## config.mk

```make
export PLATFORM = sky130hd
export DESIGN_NAME = amf_queue
export DESIGN_NICKNAME = d
export VERILOG_FILES = /design/src/rtl/amf_pkg.sv /design/src/rtl/amf_queue.sv
export SDC_FILE = /design/constraint.sdc
export NUM_CORES = 1
export LEC_CHECK = 0
export BUFFER_PORTS_ARGS = -buffer_cell sky130_fd_sc_hd__buf_2
export CELL_PAD_IN_SITES_DETAIL_PLACEMENT = 1
export CELL_PAD_IN_SITES_GLOBAL_PLACEMENT = 2
export CORE_ASPECT_RATIO = 0.7
export CORE_MARGIN = 2
export CORE_UTILIZATION = 38
export DETAILED_ROUTE_END_ITERATION = 10
export GPL_TIMING_DRIVEN = 0
export HOLD_SLACK_MARGIN = 0.15
export PLACE_DENSITY_LB_ADDON = 0.1
export SLEW_MARGIN = 20
export SYNTH_ARGS = -nofsm -noshare
export SYNTH_HDL_FRONTEND = slang
export SYNTH_SLANG_ARGS = --single-unit
```

## constraint.sdc

```tcl
create_clock -name clock -period 3.3 [get_ports clock]
set_input_delay 0.66 -clock clock [delete_from_list [all_inputs] [get_ports clock]]
set_output_delay 0.66 -clock clock [all_outputs]
set_load 0.01 [all_outputs]
```

## src/rtl/amf_pkg.sv

```systemverilog
package amf_pkg;

   localparam int MAX_WIDTH   = 1024;
   localparam int MAX_HEIGHT  = 4096;
   localparam int MAX_RADIUS  = 3;
   localparam int STORE_DEPTH = (2 * MAX_RADIUS + 3) * MAX_WIDTH;
   localparam int ADDR_W      = $clog2(STORE_DEPTH);
   localparam int COL_W       = $clog2(MAX_WIDTH);
   localparam int ROW_W       = $clog2(MAX_HEIGHT);
   localparam int WID_W       = 11;
   localparam int HGT_W       = 13;
   localparam int RAD_W       = 2;

   localparam logic [1:0] CSR_FRAME_WIDTH  = 2'd0;
   localparam logic [1:0] CSR_FRAME_HEIGHT = 2'd1;
   localparam logic [1:0] CSR_MAX_RADIUS   = 2'd2;

   typedef struct packed {
      logic [WID_W-1:0] w;
      logic [HGT_W-1:0] h;
      logic [RAD_W-1:0] rmax;
   } geom_type;

   typedef struct packed {
      logic [ROW_W-1:0]  row;
      logic [COL_W-1:0]  col;
      logic [ADDR_W-1:0] addr;
      logic              eof;
   } job_type;

   typedef struct packed {
      logic              en;
      logic [ADDR_W-1:0] addr;
      logic [7:0]        data;
   } wr_type;

   typedef enum logic [3:0] {
      B_IDLE, B_CENTER, B_RADIUS, B_ROWSTEP, B_SCAN, B_DRAIN, B_PASS, B_EVAL, B_DONE
   } back_state_type;

   function automatic logic [ADDR_W-1:0] addr_inc(input logic [ADDR_W-1:0] a);
      logic [ADDR_W:0] s;
      s = {1'b0, a} + 1'b1;
      if (s >= (ADDR_W+1)'(STORE_DEPTH)) s = '0;
      return s[ADDR_W-1:0];
   endfunction

endpackage

```

## src/rtl/amf_queue.sv

```systemverilog
module amf_queue (
   input  logic              clock,
   input  logic              reset,
   input  logic              push,
   input  amf_pkg::job_type  push_job,
   input  logic              pop,
   output amf_pkg::job_type  head,
   output logic              empty,
   output logic              full
);
   import amf_pkg::*;

   job_type    slot_ff [2];
   logic       wr_ptr_ff, rd_ptr_ff;
   logic [1:0] count_ff;

   always_ff @(posedge clock) begin
      if (push) slot_ff[wr_ptr_ff] <= push_job;
   end

   always_ff @(posedge clock) begin
      if (reset) begin
         wr_ptr_ff <= 1'b0;
         rd_ptr_ff <= 1'b0;
         count_ff  <= 2'd0;
      end else begin
         if (push) wr_ptr_ff <= ~wr_ptr_ff;
         if (pop)  rd_ptr_ff <= ~rd_ptr_ff;
         count_ff <= count_ff + {1'b0, push} - {1'b0, pop};
      end
   end

   assign head  = slot_ff[rd_ptr_ff];
   assign empty = (count_ff == 2'd0);
   assign full  = (count_ff == 2'd2);
endmodule

```

**After elaboration in Yosys (flattened, before gate mapping)**

Memories as Yosys holds them, arrays and structs flattened. A register that Yosys moved wholly into a read port is not among the register bits.
Index checks and enable logic that the tools add are counted.

- Register bits after elaboration: 4
- Bits in latches: 0
- Bits in writable memories: 74
- Memory bits (read-only): 0
- Output and inout port bits: 39
- Memories: 1

- $add $sub $neg: 2
- Multiply operators: 0
- Divide/modulo/power cells: 0
- $lt $le $gt $ge: 0
- Eq/ne operators: 1
- Shift operators: 0
- Mux-type cells: 4
- Bitwise logic cells: 2
- Reductions and logical operators: 1

Memory list:

| name | words | width | read ports | clocked after memory_dff | write ports | RTL line | RTL |
|---|---|---|---|---|---|---|---|
| slot_ff | 2 | 37 | 1 | 1 | 1 | amf_queue.sv:13 | `job_type slot_ff [2];` |

Operator list:

| operator | number |
|---|---|
| $mux W1 | 4 |
| $add A2 B1 Y2 | 1 |
| $eq A2 B2 Y1 const B | 1 |
| $logic_not A2 Y1 | 1 |
| $not A1 Y1 | 2 |
| $sub A2 B1 Y2 | 1 |

**Depth between registers and ports, before layout**

- Word-level depth: 3
- Gate-level depth with buffers: 6

**Worst setup path after synthesis**

Ideal clock, no wire load.

- Path type: input-to-reg
- From: input port push
- To: memory slot_ff[0][0] (netlist name), enable pin
- Library setup time: 0.436 ns
- Arrival time: 2.321 ns
- Required time: 2.864 ns
- Slack: 0.543 ns
- Stages: 1
- Path through: nor2b_1

- Cells in the longest elaborated chain, start to end: 2

Ends and longest elaborated chain:

| what | RTL line | RTL |
|---|---|---|
| from (decl) | amf_queue.sv:4 | `input logic push,` |
| $mux W1 | amf_queue.sv:18 | `if (push) slot_ff[wr_ptr_ff] <= push_job;` |
| $mux W1 (implied by the code) | amf_queue.sv:18 |  |
| to (decl) | amf_queue.sv:13 |  |

Every way passes these cells.

==> flow_summary.json <==
{
  "final_area_sq_um": 3920,
  "grt_overflow": 0,
  "yosys_warnings": 0,
  "core_area_sq_um": 7800,
  "cp_max_fo": 10,
  "nNetsFinal": 271,
  "drive_above_1_share": 0.584,
  "syn_inst": 136,
  "diodes": 0,
  "period_share": 0.631,
  "cts_buffers": 9,
  "detail_route.iter0.violations": 29,
  "critical-path-top-delay-family": "buffers and inverters",
  "crit_path_max_incr_delay_ns": 0.32,
  "slowest_stage": "dfxtp_1",
  "fin_crit_ns": 2.08,
  "ant_nets": 0,
  "initial_core_util": 0.389,
  "end_kind": "output port",
  "ys_types": 13,
  "ys_seq_area_frac": 0.764,
  "path_class": "register to output port",
  "p_leak_nw": 1.57,
  "dieHeight_um": 78.8,
  "htreeDepth": 3,
  "cp_data_required_time_ns": 2.64,
  "layout_common_cells": "79 x buf_2, 74 x edfxtp_1, 30 x mux2_4, 9 x clkbuf_16, 7 x mux2_2",
  "cts_sinks": 79,
  "clkLatencyLatePin_ns": 0.32,
  "wl_per_cell_um": 15.1,
  "die-area_sq_um": 8740,
  "cts_root_buf": "clkbuf_16",
  "drc": 0,
  "grt_max_degree": 30,
  "dpl.hpwl_um": 3640,
  "cts_resized": 0,
  "cts_tree": "yes",
  "ys_ff_latch": 79,
  "hold_violations": 0,
  "placed_area_sq_um": 3620,
  "path_clk_slew_ns": 0.05,
  "clk_path_buf_depth": 2,
  "hold_ws_ns": 0.525,
  "post-route-util": 0.503,
  "vias": 1493,
  "die_x_um": 111,
  "antenna_found_initial": 0,
  "p_total_mw": 2.49,
  "setup_tns_ns": 0,
  "routed_wl_um": 5040,
  "syn_nets": 179,
  "fmax_mhz": 480,
  "worst_pin_slew_ns": 0.657,
  "reg2reg_slack_ns": 1.87,
  "hp-class": "register to register",
  "cp.arrival_ns": 1.42,
  "grt_pass1_vias": 1619,
  "synth_area_sq_um": 3040,
  "cp_num_buf_inv": 3,
  "finalClockSkew_ns": 0.00460,
  "port_buffers": 79,
  "mostFrequentLayoutCell": "buf_2",
  "crit_path_cell_trace": "buf_6, buf_12, mux2_4, buf_2",
  "maxSlewHeadroom": 0.561,
  "rsz0062_at_grt": "false",
  "synth_area_per_cell_sq_um": 22.3,
  "drv_slew": 0,
  "ctsHoldBuffers": 0,
  "post-cts-setup-buffers": 0,
  "irDropWorstVdd_uv": 329,
  "std_cell_rows": 27,
  "io_pins": 80,
  "grt_use_total": 0.123,
  "area_growth_pct": 29.1,
  "status": "complete, no violations",
  "grt_pass1_wl_um": 7990,
  "vias_per_cell": 4.47,
  "dr.pass1.iters": 4,
  "finalWeightedCongestion": 0.665,
  "drv_cap": 0,
  "finalSetupViolCount": 0,
  "power_density_nw_per_um2": 636,
  "critPathLaunchType": "register"
}
==> power by group <==
group	total, mW	internal, mW	switching [mW]
logic	0.314	0.173	0.141
registers	1.19	1.17	0.0205
clock network	0.991	0.655	0.335
total	2.49	2.00	0.497
==> cell families (layout without fill, tap and decap cells) <==
group | count (synthesis) | in the layout | share of synthesized area
simple gates | 9 | 9 | 0.0144
fa+ha+maj | 2 | 2 | 0.00823
mux | 37 | 37 | 0.174
flops | 79 | 79 | 0.764
buf+inv | 6 | 103 | 0.0259
xor+xnor | 3 | 3 | 0.0132
==> cells in the mapped netlist <==
| cell type | count | share of area |
|---|---|---|
| ha_1 | 2 | 0.0082 |
| buf_6 | 1 | 0.0037 |
| edfxtp_1 | 74 | 0.73 |
| and2_1 | 1 | 0.0021 |
| xnor3_1 | 1 | 0.0074 |
| mux2_4 | 30 | 0.15 |
| dfxtp_1 | 5 | 0.033 |
| buf_12 | 3 | 0.020 |
| inv_1 | 2 | 0.0025 |
| mux2_2 | 7 | 0.026 |
| nor2_1 | 5 | 0.0062 |
| xnor2_1 | 2 | 0.0058 |
| nor2b_1 | 3 | 0.0062 |
==> layer usage <==
layer,global-route usage,vias up,part of all wire
met3,0.0550,8,0.076
met4,0.0525,0,0.014
li1,-,708,-
met1,0.134,726,0.40
met5,0,-,0
met2,0.212,51,0.51
==> final cells by class <==
| cell class | count | area [sq um] |
|---|---|---|
| Clock buffer | 11 | 233 |
| Timing Repair Buffer | 81 | 443 |
| Multi-Input combinational cell | 51 | 647 |
| Buffer | 4 | 71.3 |
| Clock inverter | 5 | 72.6 |
| Inverter | 2 | 7.51 |
| Tap cell | 101 | 126 |
| Fill cell | 743 | 3880 |
| Sequential cell | 79 | 2320 |
==> sequential cells by signal (all words and copies together), names as in the netlist, named ones only <==
register,cells
slot_ff,74
count_ff,2
rd_ptr_ff,1
wr_ptr_ff,1
==> tightest hold or removal path: cells and delay by family (launching register included) <==
family	cells	cell delay, ns
AND/OR/NAND/NOR	1	0.08
XOR/XNOR	1	0.09
flip-flops	1	0.32
==> per-stage QoR <==
step	std cells	setup WS, ns
2_1_floorplan	136	0.543
3_5_place_dp	318	1.36
4_1_cts	334	1.18
3_3_place_gp	316	-0.449
6_report	334	1.22
5_1_grt	334	1.16
==> final timing paths <==
kind / start / endpoint / cells after the start
setup / recovery: register / head[29] / 4
hold / removal: rd_ptr_ff$_SDFFE_PP0P_ / register / 2
hold reg to reg: rd_ptr_ff$_SDFFE_PP0P_ / register / 2
setup reg to reg: wr_ptr_ff$_SDFFE_PP0P_ / slot_ff[0][30]$_DFFE_PP_ / 2
(Power assumes the default switching activity.)
