<file path="src/rtl/amf_pkg.sv">
package amf_pkg;

   localparam int MAX_WIDTH   = 1024;
   localparam int MAX_HEIGHT  = 4096;
   localparam int MAX_RADIUS  = 3;
   localparam int STORE_DEPTH = (2 * MAX_RADIUS + 3) * MAX_WIDTH;
   localparam int ADDR_W      = $clog2(STORE_DEPTH);
   localparam int COL_W       = $clog2(MAX_WIDTH);
   localparam int ROW_W       = $clog2(MAX_HEIGHT);
   localparam int WID_W       = 11;
   localparam int HGT_W       = 13;
   localparam int RAD_W       = 2;

   localparam logic [1:0] CSR_FRAME_WIDTH  = 2'd0;
   localparam logic [1:0] CSR_FRAME_HEIGHT = 2'd1;
   localparam logic [1:0] CSR_MAX_RADIUS   = 2'd2;

   typedef struct packed {
      logic [WID_W-1:0] w;
      logic [HGT_W-1:0] h;
      logic [RAD_W-1:0] rmax;
   } geom_type;

   typedef struct packed {
      logic [ROW_W-1:0]  row;
      logic [COL_W-1:0]  col;
      logic [ADDR_W-1:0] addr;
      logic              eof;
   } job_type;

   typedef struct packed {
      logic              en;
      logic [ADDR_W-1:0] addr;
      logic [7:0]        data;
   } wr_type;

   typedef enum logic [3:0] {
      B_IDLE, B_CENTER, B_RADIUS, B_ROWSTEP, B_SCAN, B_DRAIN, B_PASS, B_EVAL, B_DONE
   } back_state_type;

   function automatic logic [ADDR_W-1:0] addr_inc(input logic [ADDR_W-1:0] a);
      logic [ADDR_W:0] s;
      s = {1'b0, a} + 1'b1;
      if (s >= (ADDR_W+1)'(STORE_DEPTH)) s = '0;
      return s[ADDR_W-1:0];
   endfunction

endpackage

</file>
<file path="src/rtl/amf_front.sv">
module amf_front (
   input  logic              clock,
   input  logic              reset,
   input  amf_pkg::geom_type geom,
   input  logic              req_valid,
   output logic              req_ready,
   input  logic [7:0]        req_pixel_in,
   input  logic              req_flush,
   input  logic              q_full,
   output logic              q_push,
   output amf_pkg::job_type  q_job,
   input  logic              eof_done,
   output amf_pkg::wr_type   wr
);
   import amf_pkg::*;

   logic [COL_W-1:0]  in_col_ff, in_col_in, out_col_ff, out_col_in;
   logic [ROW_W-1:0]  in_row_ff, in_row_in, out_row_ff, out_row_in;
   logic [ADDR_W-1:0] in_addr_ff, in_addr_in, out_addr_ff, out_addr_in;
   logic              in_full_ff, in_full_in, eof_pend_ff, eof_pend_in;
   logic              acc, due, last;
   logic [HGT_W-1:0]  trow, rsum;
   logic [WID_W-1:0]  tcol, csum;

   assign req_ready = !q_full && !eof_pend_ff;
   assign acc       = req_valid && req_ready;

   always_comb begin
      in_col_in   = in_col_ff;
      in_row_in   = in_row_ff;
      in_addr_in  = in_addr_ff;
      in_full_in  = in_full_ff;
      out_col_in  = out_col_ff;
      out_row_in  = out_row_ff;
      out_addr_in = out_addr_ff;
      eof_pend_in = eof_pend_ff && !eof_done;
      wr.en       = acc && !req_flush && !in_full_ff;
      wr.addr     = in_addr_ff;
      wr.data     = req_pixel_in;

      if (wr.en) begin
         in_addr_in = addr_inc(in_addr_ff);
         if ({1'b0, in_col_ff} + 1'b1 >= geom.w) begin
            in_col_in = '0;
            if ({1'b0, in_row_ff} + 1'b1 >= geom.h) begin
               in_row_in  = '0;
               in_full_in = 1'b1;
            end else begin
               in_row_in = in_row_ff + 1'b1;
            end
         end else begin
            in_col_in = in_col_ff + 1'b1;
         end
      end

      // Last input position that the largest window of the next output needs.
      rsum = {1'b0, out_row_ff} + HGT_W'(geom.rmax);
      trow = (rsum > geom.h - 1'b1) ? geom.h - 1'b1 : rsum;
      csum = {1'b0, out_col_ff} + WID_W'(geom.rmax);
      tcol = (csum > geom.w - 1'b1) ? geom.w - 1'b1 : csum;
      due  = acc && (in_full_in || {1'b0, in_row_in} > trow ||
             ({1'b0, in_row_in} == trow && {1'b0, in_col_in} > tcol));
      last = ({1'b0, out_col_ff} + 1'b1 >= geom.w) &&
             ({1'b0, out_row_ff} + 1'b1 >= geom.h);

      q_push    = due;
      q_job.row = out_row_ff;
      q_job.col = out_col_ff;
      q_job.addr = out_addr_ff;
      q_job.eof = last;

      if (due) begin
         out_addr_in = addr_inc(out_addr_ff);
         if ({1'b0, out_col_ff} + 1'b1 >= geom.w) begin
            out_col_in = '0;
            out_row_in = out_row_ff + 1'b1;
         end else begin
            out_col_in = out_col_ff + 1'b1;
         end
         if (last) begin
            out_row_in  = '0;
            out_addr_in = '0;
            in_col_in   = '0;
            in_row_in   = '0;
            in_addr_in  = '0;
            in_full_in  = 1'b0;
            eof_pend_in = 1'b1;
         end
      end
   end

   always_ff @(posedge clock) begin
      if (reset) begin
         in_col_ff   <= '0;
         in_row_ff   <= '0;
         in_addr_ff  <= '0;
         in_full_ff  <= 1'b0;
         out_col_ff  <= '0;
         out_row_ff  <= '0;
         out_addr_ff <= '0;
         eof_pend_ff <= 1'b0;
      end else begin
         in_col_ff   <= in_col_in;
         in_row_ff   <= in_row_in;
         in_addr_ff  <= in_addr_in;
         in_full_ff  <= in_full_in;
         out_col_ff  <= out_col_in;
         out_row_ff  <= out_row_in;
         out_addr_ff <= out_addr_in;
         eof_pend_ff <= eof_pend_in;
      end
   end
endmodule

</file>
<file path="config.mk">
export PLATFORM = sky130hd
export DESIGN_NAME = amf_front
export DESIGN_NICKNAME = d
export VERILOG_FILES = /design/src/rtl/amf_pkg.sv /design/src/rtl/amf_front.sv
export SDC_FILE = /design/constraint.sdc
export NUM_CORES = 1
export LEC_CHECK = 0
export ABC_AREA = 1
export BUFFER_PORTS_ARGS = -buffer_cell sky130_fd_sc_hd__buf_2
export CAP_MARGIN = 20
export CORE_UTILIZATION = 50
export DETAILED_ROUTE_END_ITERATION = 10
export GPL_TIMING_DRIVEN = 0
export PLACE_DENSITY = 0.71
export SYNTH_ARGS = -nofsm -noshare
export SYNTH_HDL_FRONTEND = slang
export SYNTH_SLANG_ARGS = --single-unit
</file>
<file path="constraint.sdc">
create_clock -name clock -period 8.65 [get_ports clock]
set_clock_uncertainty 0.1 [all_clocks]
set_input_delay 0 -clock clock [delete_from_list [all_inputs] [get_ports clock]]
set_output_delay 0 -clock clock [all_outputs]
set_load 0.1 [all_outputs]
</file>
Word-level counts from Yosys, hierarchy flattened --
Cells that the tools add are included. W data, S select, Z words.
Operators by class: add/sub/neg operators 14, order comparisons 10, equality and inequality tests 1, multiplexer cells 27, reductions and logical operators 17
Operator list (number):
- $mux W12 | 7
- $mux W14 | 6
- $mux W10 | 5
- $add A14 B1 Y15 const B | 2
- $ge A15 B14 Y1 const B | 2
- $add A12 B1 Y13 const B | 2
- $ge A13 B13 Y1 | 2
- $add A12 B1 Y12 const B | 2
- $add A10 B1 Y11 const B | 2
- $ge A11 B11 Y1 | 2
- $add A10 B1 Y10 const B | 2
- $add A12 B2 Y13 | 1
- $eq A12 B13 Y1 | 1
- $gt A12 B13 Y1 | 1
- $gt A13 B13 Y1 | 1
- $mux W13 | 1
- $sub A13 B1 Y13 const B | 1
- $add A10 B2 Y11 | 1
- $gt A10 B11 Y1 | 1
- $gt A11 B11 Y1 | 1
- $mux W11 | 1
- $sub A11 B1 Y11 const B | 1
- $logic_and A1 B1 Y1 | 8
- $mux W1 | 7
- other kinds (4) | 9
Storage, ports and cells: register bits 74, input bits 40, output and inout bits 62, word-level logic and storage cells 77

Depth between registers and ports, before layout --
Gate-level depths: netlist (run 1).
depth in word-level cells 11, gate-level depth with buffers 40

Worst setup path before layout (run 1) --
Ideal clock, no wire load.
kind register -> register, start point register out_col_ff[0], end point register out_addr_ff[10], setup time 0.070 ns, arrival 5.145 ns, slack 3.335 ns, cell stages (with the launch flop) 38, buffers on the path 2, clock period less this slack 5.315 ns, cell sequence dfxtp_1 ha_1 a21oi_1 nor2_1 nand2_1 nor3_1 nand3_1 xor2_1 ha_1 nand2_1 nor2_1 nand2_1 inv_1 nand2_1 inv_1 nor2_1 inv_1 nand2_1 [2 not listed] nand2_1 o21ai_0 ha_1 nand2_1 nor2_1 nand2_1 nand2_1 nand2_1 nand2_1 nand2_1 nand2_1 nand2_1 nand2_2 nand2_4 a21oi_4 buf_4 nand2_1 a21oi_1
Between the ends: word-level cells in the longest chain between the ends 7, elaborated cells between the ends (all ways) 11, classes of those cells add/sub: 2; order compare: 3; mux: 2; reduce/logical: 4
Ends and longest elaborated chain:
- start: declaration | RTL line amf_front.sv:17 | logic [COL_W-1:0] in_col_ff, in_col_in, out_col_ff, out_col_in;
- start signal: assignment | RTL line amf_front.sv:107 | out_col_ff <= out_col_in;
- $add A10 B2 Y11 * | RTL line amf_front.sv:59 | csum = {1'b0, out_col_ff} + WID_W'(geom.rmax);
- $gt A11 B11 Y1 | RTL line amf_front.sv:60 | tcol = (csum > geom.w - 1'b1) ? geom.w - 1'b1 : csum;
- $mux W11 * | RTL line amf_front.sv:60
- $gt A10 B11 Y1 * | RTL line amf_front.sv:62 | ({1'b0, in_row_in} == trow && {1'b0, in_col_in} > tcol));
- $logic_and A1 B1 Y1 * | RTL line amf_front.sv:62
- $logic_or A1 B1 Y1 * | RTL line amf_front.sv:61 | due = acc && (in_full_in || {1'b0, in_row_in} > trow ||
- $logic_and A1 B1 Y1 * | RTL line amf_front.sv:61
- named net q_push | RTL line amf_front.sv:10 | output logic q_push,
- end signal: assignment | RTL line amf_front.sv:109 | out_addr_ff <= out_addr_in;
- end: declaration | RTL line amf_front.sv:19 | logic [ADDR_W-1:0] in_addr_ff, in_addr_in, out_addr_ff, out_addr_in;
The timed path passes the listed nets; every way through them passes the cells marked *. A chain may end at the register's enable or synchronous reset.

Final worst setup path (run 1) --
start point register out_col_ff[0], end point output q_push
Between the ends: word-level cells in the longest chain between the ends 7
Ends and longest elaborated chain (RTL line):
- $add A10 B2 Y11 * | amf_front.sv:59
- $gt A11 B11 Y1 | amf_front.sv:60
- $mux W11 * | amf_front.sv:60
- $gt A10 B11 Y1 * | amf_front.sv:62
- $logic_and A1 B1 Y1 * | amf_front.sv:62
- $logic_or A1 B1 Y1 * | amf_front.sv:61
- $logic_and A1 B1 Y1 * | amf_front.sv:61
- end: declaration | amf_front.sv:10
Every way passes the cells marked *; elsewhere a longest branch is shown, timed or not.

==> results.yml, run 1 <==
outcome:
  outcome: "complete, no violations"
floorplanning:
  die_h_um: 126
  start_util_pct: 51.0
  io-pin-count: 102
  num_rows: 45
  core_area_um2: 15100
  dieWidth_um: 126
  die_area_um2: 16000
sta:
  drv_slew: 0
  slew_headroom_pct: 65.5
  hold_slack_ns: 0.0110
  hold_violations: 0
  tns_ns: 0
  setup_viol: 0
  rsz0062_at_grt: "no"
  worst_pin_slew_ns: 0.521
  period_minus_slack_ns: 5.80
  fin_crit_sh_pct: 67.1
  fmax_ghz: 0.172
setup_path:
  critPathLaunch: "out_col_ff[0]"
  cp_num_cells: 36
  regToRegStartpoint: "out_col_ff[0]"
  slowest_delay_ns: 0.50
  cp.buffers_inverters: 7
  crit_slowest_cell: "dfxtp_1"
  cp.arrival_ns: 5.70
  cpMostUsedCell: "nand2_1"
  reg2reg_setup_slack_ns: 3.11
  critPathCaptureType: "output pin"
  r2r-end: "eof_pend_ff"
  crit_required_ns: 8.55
  critPathMaxFanout: 10
  crit_path_end: "q_push"
  r2r_cells: 37
  crit_family: "simple AND/OR/NAND/NOR gates"
  worstSetupStartpointType: "flip-flop"
  path_class: "reg -> out"
clock_tree:
  h-tree-depth: 3
  clk_path_buf_depth: 2
  cts.clk_slew.worst_paths_ns: 0.07
  clk_latency_ns: 0.36
  cts_setup_buffers: 0
  cts_root_buffer: "clkbuf_16"
  cts_buffers: 9
  cts_tree: "yes"
  cts_sinks: 74
job:
  maxCapViolations: 0
layout:
  syn2layout_area_growth_pct: 13.3
  nFillCells: 1523
  finalInstanceArea_um2: 8760
  register_area_um2: 1480
  multiInputGateArea_um2: 5430
  diodes: 0
  final_nets: 1418
  drive_above_1_share_pct: 14.4
synthesis:
  synth_edf_count: 0
  synth-async-reset-ratio_pct: 0
  syn_area_um2: 7730
  synth_top_area_share_pct: 19.2
  synth.distinct_cells: 48
  ys.flop_type: "dfxtp_1"
  yosysMostFrequentCell: "nand2_1"
  ys_seq_area_share_pct: 19.2
  synth_area_leaders: "dfxtp_1 (19%), ha_1 (17%), nand2_1 (13%)"
  yosysTopAreaCell: "dfxtp_1"
  synth.avg_cell_area_um2: 6.64
  synth_seq_cells: 74
  netlist_top_cells_count: "nand2_1 (269), inv_1 (157), nor2_1 (130), ha_1 (106), dfxtp_1 (74)"
  synth_nets: 1312
  synth_cells: 1164
  yosysWarnings: 0
power_and_ir_drop:
  switching_power_uw: 357
  p_clk_share_pct: 40.5
  leakagePower_nw: 4.53
  swShare_pct: 35.6
  pwr-share-comb_pct: 24.0
  intPower_uw: 645
  power_density_nw_per_um2: 114
  vdd_drop_max_uv: 97.8
  pwr-share-seq_pct: 35.4
worst_hold_path:
  holdCritPathClass: "in -> reg"
global_route:
  grt_start_max_net_pins: 16
  met2_usage_pct: 42.4
  grt_pass1_vias: 7049
  met3_usage_pct: 4.89
  grt-ovfl-total: 0
  antenna_found_initial: 0
  track_usage_pct: 25.4
  grt_pass1_wl_um: 32500
  met1_usage_pct: 33.1
  top_usage_layer: "met2"
placed_design:
  placed_cell_area_um2: 8430
  port_buffers: 93
  post-dp-hpwl_um: 16000
  gp_congestion: 0.883
route:
  wire_per_inst_um: 13.4
  drc: 0
  via_per_inst: 5.19
  initialDrtViolationCount: 396
  drt-total-wl_um: 19500
  via_count: 7588
  dr.pass1.iters: 6
  postRouteAntennaNets: 0
## routing by layer
metal	vias to the layer above	part of all wire, %
met4	0	2.0
met3	25	4.3
li1	4015	-
met5	-	0
met2	149	45
met1	3399	49
## how the worst min path moves through the flow
stage               cells after the start  startpoint            end  slack, ns
global route                            5   req_flush  in_addr_ff[2]       0.03
detailed placement                      2       reset    eof_pend_ff       0.14
CTS                                     5   req_flush  in_addr_ff[5]      0.008
global placement                        2       reset    eof_pend_ff       0.13
finish                                  5   req_flush  in_addr_ff[5]       0.01
floorplan                               1       reset    eof_pend_ff      -0.03
## timing repair
item,in CTS,in global routing
resized for setup,0,0
endpoints found under the hold margin,3,0
hold buffers,2,0
## cell families (layout without fill, tap and decap cells)
kind of cell | Yosys count | after routing | share of synthesized area, %
xor gates and xnor gates | 76 | 76 | 8.71
and+or+nand+nor | 547 | 547 | 31.5
DFF | 74 | 74 | 19.2
buffers and inverters | 193 | 304 | 10.7
adders and majority gates | 108 | 108 | 17.7
AOI/OAI and AO/OA | 166 | 166 | 12.3
## layout make-up
cell class	count	area share, %
Multi-Input combinational cell	897	61.9
Sequential cell	74	16.9
Inverter	165	7.07
Timing Repair Buffer	95	5.54
Tap cell	188	2.68
Clock buffer	9	2.57
Buffer	28	2.33
Clock inverter	7	0.971
## worst register-to-register path: cells and delay by family, from the launching register on
| family | cells | cell delay (ns) |
|---|---|---|
| compound gates | 3 | 0.37 |
| xor+xnor | 1 | 0.22 |
| fa+ha+maj | 3 | 0.83 |
| buf+inv | 6 | 1.21 |
| flops | 1 | 0.50 |
| simple gates | 24 | 2.28 |
## cell usage in the layout, fill, tap and decap left out, drive strengths merged, types with 5 or more instances in the layout
cell type / count
nand4: 38
dfxtp: 74
or2: 6
o21bai: 5
o21ai: 58
inv: 167
nand3: 48
buf: 113
a21oi: 81
nand2: 279
xor2: 72
o22ai: 9
ha: 106
clkbuf: 17
nor3: 32
nor2: 136
## state kept, by name, indices dropped and copies added (netlist names)
register and cells:
out_col_ff 10, out_row_ff 12, out_addr_ff 14, in_addr_ff 14, in_row_ff 12, in_col_ff 10, eof_pend_ff 1, in_full_ff 1
## stage by stage
| stage | worst slack [ns] | instances | total power, mW | utilization (%) |
|---|---|---|---|---|
| 6_report | 2.85 | 1463 | 1.00 | 57.8 |
| 5_1_grt | 2.38 | 1463 | 1.05 | 57.8 |
| 4_1_cts | 2.87 | 1463 | 1.01 | 57.8 |
| 3_5_place_dp | 3.28 | 1445 | 0.601 | 55.7 |
| 3_3_place_gp | 3.32 | 1445 | 0.597 | 55.7 |
| 2_1_floorplan | 3.33 | 1164 | 0.546 | - |
## power groups by stage
stage                     Sequential (mW)  Clock, mW  Combinational [mW]
after floorplan                     0.400          0               0.146
after global placement              0.362          0               0.235
after detailed placement            0.362          0               0.239
after CTS                           0.355      0.411               0.241
after global routing                0.356      0.429               0.265
final                               0.355      0.406               0.241
Note: power is estimated with default switching activity, not from simulation.
==> run 2: changes to the inputs <==
==> constraint.sdc (replaced) <==
create_clock -name clock -period 5.9 [get_ports clock]
set_clock_uncertainty 0.1 [all_clocks]
set_input_delay 0 -clock clock [delete_from_list [all_inputs] [get_ports clock]]
set_output_delay 0 -clock clock [all_outputs]
set_load 0.1 [all_outputs]
==> results.yml, run 2 (synthesis gave the netlist of run 1 again) <==
outcome:
  outcome: "complete, no violations"
setup_path:
  r2r-end: "eof_pend_ff"
  crit_slowest_cell: "dfxtp_1"
  slowest_delay_ns: 0.38
  crit_required_ns: 5.80
  reg2reg_setup_slack_ns: 0.45
  critPathMaxFanout: 10
  r2r_cells: 37
  worstSetupStartpointType: "flip-flop"
  regToRegStartpoint: "out_col_ff[1]"
  cp.arrival_ns: 5.42
  path_class: "reg -> out"
  critPathCaptureType: "output pin"
  cpMostUsedCell: "nand2_1"
placed_design:
  port_buffers: 93
  dpl.cell_count: 1445
  gp_congestion: 0.883
  post-dp-hpwl_um: 16000
global_route:
  grt_pass1_vias: 7049
  antenna_found_initial: 0
  track_usage_pct: 25.4
  grt_pass1_wl_um: 32500
  grt_start_max_net_pins: 16
  grt-ovfl-total: 0
clock_tree:
  h-tree-depth: 3
  cts_sinks: 74
  cts_root_buffer: "clkbuf_16"
  cts.clk_slew.worst_paths_ns: 0.07
  clk_latency_ns: 0.36
  cts_buffers: 9
  cts_tree: "yes"
  clk_path_buf_depth: 2
floorplanning:
  num_rows: 45
  io-pin-count: 102
  die_area_um2: 16000
  core_area_um2: 15100
  start_util_pct: 51.0
  die_h_um: 126
  dieWidth_um: 126
layout:
  layout_commonest_cell: "nand2_1"
  layout_common_cells: "nand2_1 (269), inv_1 (157), nor2_1 (130)"
  final_nets: 1418
  fin_cells: 1463
  syn2layout_area_growth_pct: 13.6
  reg.largest.list: "in_addr_ff x14, out_addr_ff x14"
  diodes: 0
  drive_above_1_share_pct: 14.6
  utilization_pct: 58.0
sta:
  fin_crit_sh_pct: 93.5
  hold_violations: 0
  drv_slew: 0
  fmax_ghz: 0.181
  setup_viol: 0
  tns_ns: 0
  slew_headroom_pct: 65.5
  rsz0062_at_grt: "no"
  worst_pin_slew_ns: 0.521
  period_minus_slack_ns: 5.52
worst_hold_path:
  hold_depth: 5
  hp-start: "req_flush"
  holdCritPathClass: "in -> reg"
  holdPathEnd: "in_addr_ff[5]"
job:
  maxCapViolations: 0
route:
  drc: 0
  postRouteAntennaNets: 0
  dr.pass1.iters: 5
  via_count: 7576
  wire_per_inst_um: 13.4
  via_per_inst: 5.18
  drt-total-wl_um: 19500
  initialDrtViolationCount: 418
power_and_ir_drop:
  leakagePower_nw: 4.54
  p_total_mw: 1.47
  power_density_nw_per_um2: 167
  vdd_drop_max_uv: 143
[run 2: cell counts in the layout (fill, tap and decap cells not counted)]
No cell type changed its count.
[run 2: worst max-delay path: cells and delay by family, from the launching register on]
| kind | cells | cell delay [ns] |
|---|---|---|
| AO/OA/AOI/OAI | 3 | 0.42 |
| XOR/XNOR | 1 | 0.22 |
| adder cells (fa/ha/maj) | 3 | 0.88 |
| buffers and inverters | 7 | 1.11 |
| flip-flops | 1 | 0.38 |
| AND/OR/NAND/NOR | 22 | 2.05 |
[run 2: metal layers]
metal | global-route usage (%) | vias up | share of wire (%)
met5 | 0 | - | 0
met4 | 7.58 | 0 | 1.8
met3 | 4.89 | 21 | 4.6
met2 | 42.4 | 161 | 45
met1 | 33.1 | 3380 | 49
li1 | - | 4014 | -
[run 2: through the flow]
stage	setup WS, ns	hold WS, ns	area [um^2]
5_1_grt	0.0236	0.0314	8780
6_report	0.382	0.0122	8780
4_1_cts	0.122	0.00784	8760
2_1_floorplan	0.585	-0.0309	7730
3_5_place_dp	0.534	0.138	8430
3_3_place_gp	0.566	0.135	8430
[run 2: layout make-up]
cell class / instances / area [um^2]
fillers: 1518 / 6370
multi-input cells: 897 / 5430
flip-flops and latches: 74 / 1480
inverters: 165 / 619
repair buffers: 95 / 492
well taps: 188 / 235
clock buffers: 9 / 225
plain buffers: 28 / 206
clock inverters: 7 / 85.1
[run 2: report_power, final]
| group | leakage, nW | internal [mW] | switching (mW) |
|---|---|---|---|
| registers | 0.598 | 0.508 | 0.0126 |
| clock network | 0.146 | 0.336 | 0.259 |
| logic | 3.79 | 0.103 | 0.251 |
| total | 4.54 | 0.947 | 0.523 |
[run 2: worst max-delay path by stage]
stage	from	endpoint	slack (ns)	cells past startpoint
2_1_floorplan	out_col_ff[0]	out_addr_ff[10]	0.58	37
3_5_place_dp	out_row_ff[0]	q_push	0.53	29
6_report	out_col_ff[1]	q_push	0.38	36
5_1_grt	out_col_ff[0]	q_push	0.02	36
3_3_place_gp	out_row_ff[0]	q_push	0.57	29
4_1_cts	out_row_ff[0]	q_push	0.12	29
[run 2: what timing repair did]
action,CTS,global route
gates resized for setup,0,9
setup endpoints to repair,0,2
hold endpoints to repair,3,0
hold buffers,2,0
setup buffers,0,0
==> run 3: changes to the inputs <==
--- a/config.mk
+++ b/config.mk
@@ -8,10 +8,10 @@
 export ABC_AREA = 1
 export BUFFER_PORTS_ARGS = -buffer_cell sky130_fd_sc_hd__buf_2
 export CAP_MARGIN = 20
-export CORE_UTILIZATION = 50
+export CORE_UTILIZATION = 30
 export DETAILED_ROUTE_END_ITERATION = 10
 export GPL_TIMING_DRIVEN = 0
-export PLACE_DENSITY = 0.71
+export PLACE_DENSITY = 0.51
 export SYNTH_ARGS = -nofsm -noshare
 export SYNTH_HDL_FRONTEND = slang
 export SYNTH_SLANG_ARGS = --single-unit
==> results.yml, run 3 (synthesis gave the netlist of run 1 again) <==
floorplanning:
  start_util_pct: 30.6
  io-pin-count: 102
  die_h_um: 163
  core_area_um2: 25300
  num_rows: 58
  dieWidth_um: 163
  die_area_um2: 26400
power_and_ir_drop:
  vdd_drop_max_uv: 139
  power_density_nw_per_um2: 169
  leakagePower_nw: 4.56
  p_total_mw: 1.52
clock_tree:
  cts_tree: "yes"
  cts_root_buffer: "clkbuf_16"
  cts_buffers: 9
  h-tree-depth: 3
  clk_path_buf_depth: 2
  cts.clk_slew.worst_paths_ns: 0.06
  clk_latency_ns: 0.34
  cts_sinks: 74
route:
  via_per_inst: 4.66
  postRouteAntennaNets: 0
  initialDrtViolationCount: 369
  drt-total-wl_um: 21700
  dr.pass1.iters: 5
  drc: 0
  via_count: 7481
  wire_per_inst_um: 13.5
setup_path:
  critPathMaxFanout: 10
  crit_slowest_cell: "dlygate4sd3_1"
  cp.buffers_inverters: 6
  r2r-end: "eof_pend_ff"
  cpMostUsedCell: "nand2_1"
  crit_required_ns: 6.02
  path_class: "reg -> reg"
  worstSetupStartpointType: "flip-flop"
  reg2reg_setup_slack_ns: 0.39
  regToRegStartpoint: "out_col_ff[0]"
  critPathCaptureType: "flip-flop"
  slowest_delay_ns: 0.54
  cp.arrival_ns: 5.63
  crit_family: "simple AND/OR/NAND/NOR gates"
  r2r_cells: 33
layout:
  layout_commonest_cell: "nand2_1"
  drive_above_1_share_pct: 15.0
  reg.largest.list: "in_addr_ff x14, out_addr_ff x14"
  fin_cells: 1607
  multiInputGateArea_um2: 5440
  finalInstanceArea_um2: 9020
  final_nets: 1420
  nFillCells: 2785
  syn2layout_area_growth_pct: 16.7
  layout_common_cells: "nand2_1 (269), inv_1 (157), nor2_1 (130)"
  utilization_pct: 35.7
  diodes: 0
  register_area_um2: 1480
global_route:
  track_usage_pct: 16.7
  grt-ovfl-total: 0
  grt_start_max_net_pins: 14
  grt_pass1_wl_um: 35200
  antenna_found_initial: 0
  grt_pass1_vias: 7015
sta:
  fin_crit_sh_pct: 93.4
  drv_slew: 0
  fmax_ghz: 0.182
  hold_violations: 0
  setup_slack_ns: 0.391
  period_minus_slack_ns: 5.51
  worst_pin_slew_ns: 0.553
  hold_slack_ns: 0.0224
  setup_viol: 0
  slew_headroom_pct: 63.2
  tns_ns: 0
placed_design:
  post-dp-hpwl_um: 18200
  placed_cell_area_um2: 8610
  gp_congestion: 0.895
  dpl.cell_count: 1587
  pre_cts_slack_ns: 0.244
  port_buffers: 93
worst_hold_path:
  hold_depth: 5
  holdPathEnd: "in_addr_ff[5]"
  holdCritPathClass: "in -> reg"
  hp-start: "req_flush"
job:
  maxCapViolations: 0
outcome:
  outcome: "complete, no violations"
run 3: cell type report:
class / instances / share of cell area, %
buffer: 28 / 2.34
clock buffer: 10 / 2.54
clock inverter: 6 / 1.28
inverter: 165 / 6.91
multi-input combinational: 897 / 60.3
sequential: 74 / 16.4
tap: 330 / 4.58
timing repair buffer: 97 / 5.66
run 3: tightest hold or removal path, stage by stage:
cell     delay (ns)
buf_2          0.11
nor3_4         0.08
nand4_1        0.09
xor2_1         0.06
nor2_1         0.08
run 3: per-layer routing:
metal  GRT usage [%]  wire length (um)  vias to the layer above  part of all wire (%)
met5               0                 0                        -                     0
met4            3.39               216                        0                  0.99
met3            2.95               719                       14                   3.3
met2            27.4              9660                       99                    44
met1            22.8             11100                     3344                    51
li1                -                 -                     4024                     -
run 3: worst max path at each step:
stage / from / endpoint / slack, ns / cells after the start
floorplan: out_col_ff[0] / out_addr_ff[10] / 0.58 / 37
global placement: out_col_ff[0] / q_push / 0.30 / 34
detailed placement: out_col_ff[0] / q_push / 0.24 / 32
CTS: out_row_ff[0] / q_push / 0.12 / 29
global route: out_col_ff[0] / eof_pend_ff / -0.02 / 35
finish: out_col_ff[0] / eof_pend_ff / 0.39 / 33
run 3: power breakdown:
group | internal (mW) | switching, mW
clock network | 0.415 | 0.227
registers | 0.508 | 0.0134
logic | 0.104 | 0.256
total | 1.03 | 0.496
run 3: what timing repair did:
item / 4_1_cts / 5_1_grt
setup buffers: 0 / 2
gates resized for setup: 2 / 16
hold buffers: 2 / 0
pin swaps: 0 / 1
endpoints found under the setup margin: 1 / 2
gates cloned: 0 / 0
endpoints found under the hold margin: 3 / 0
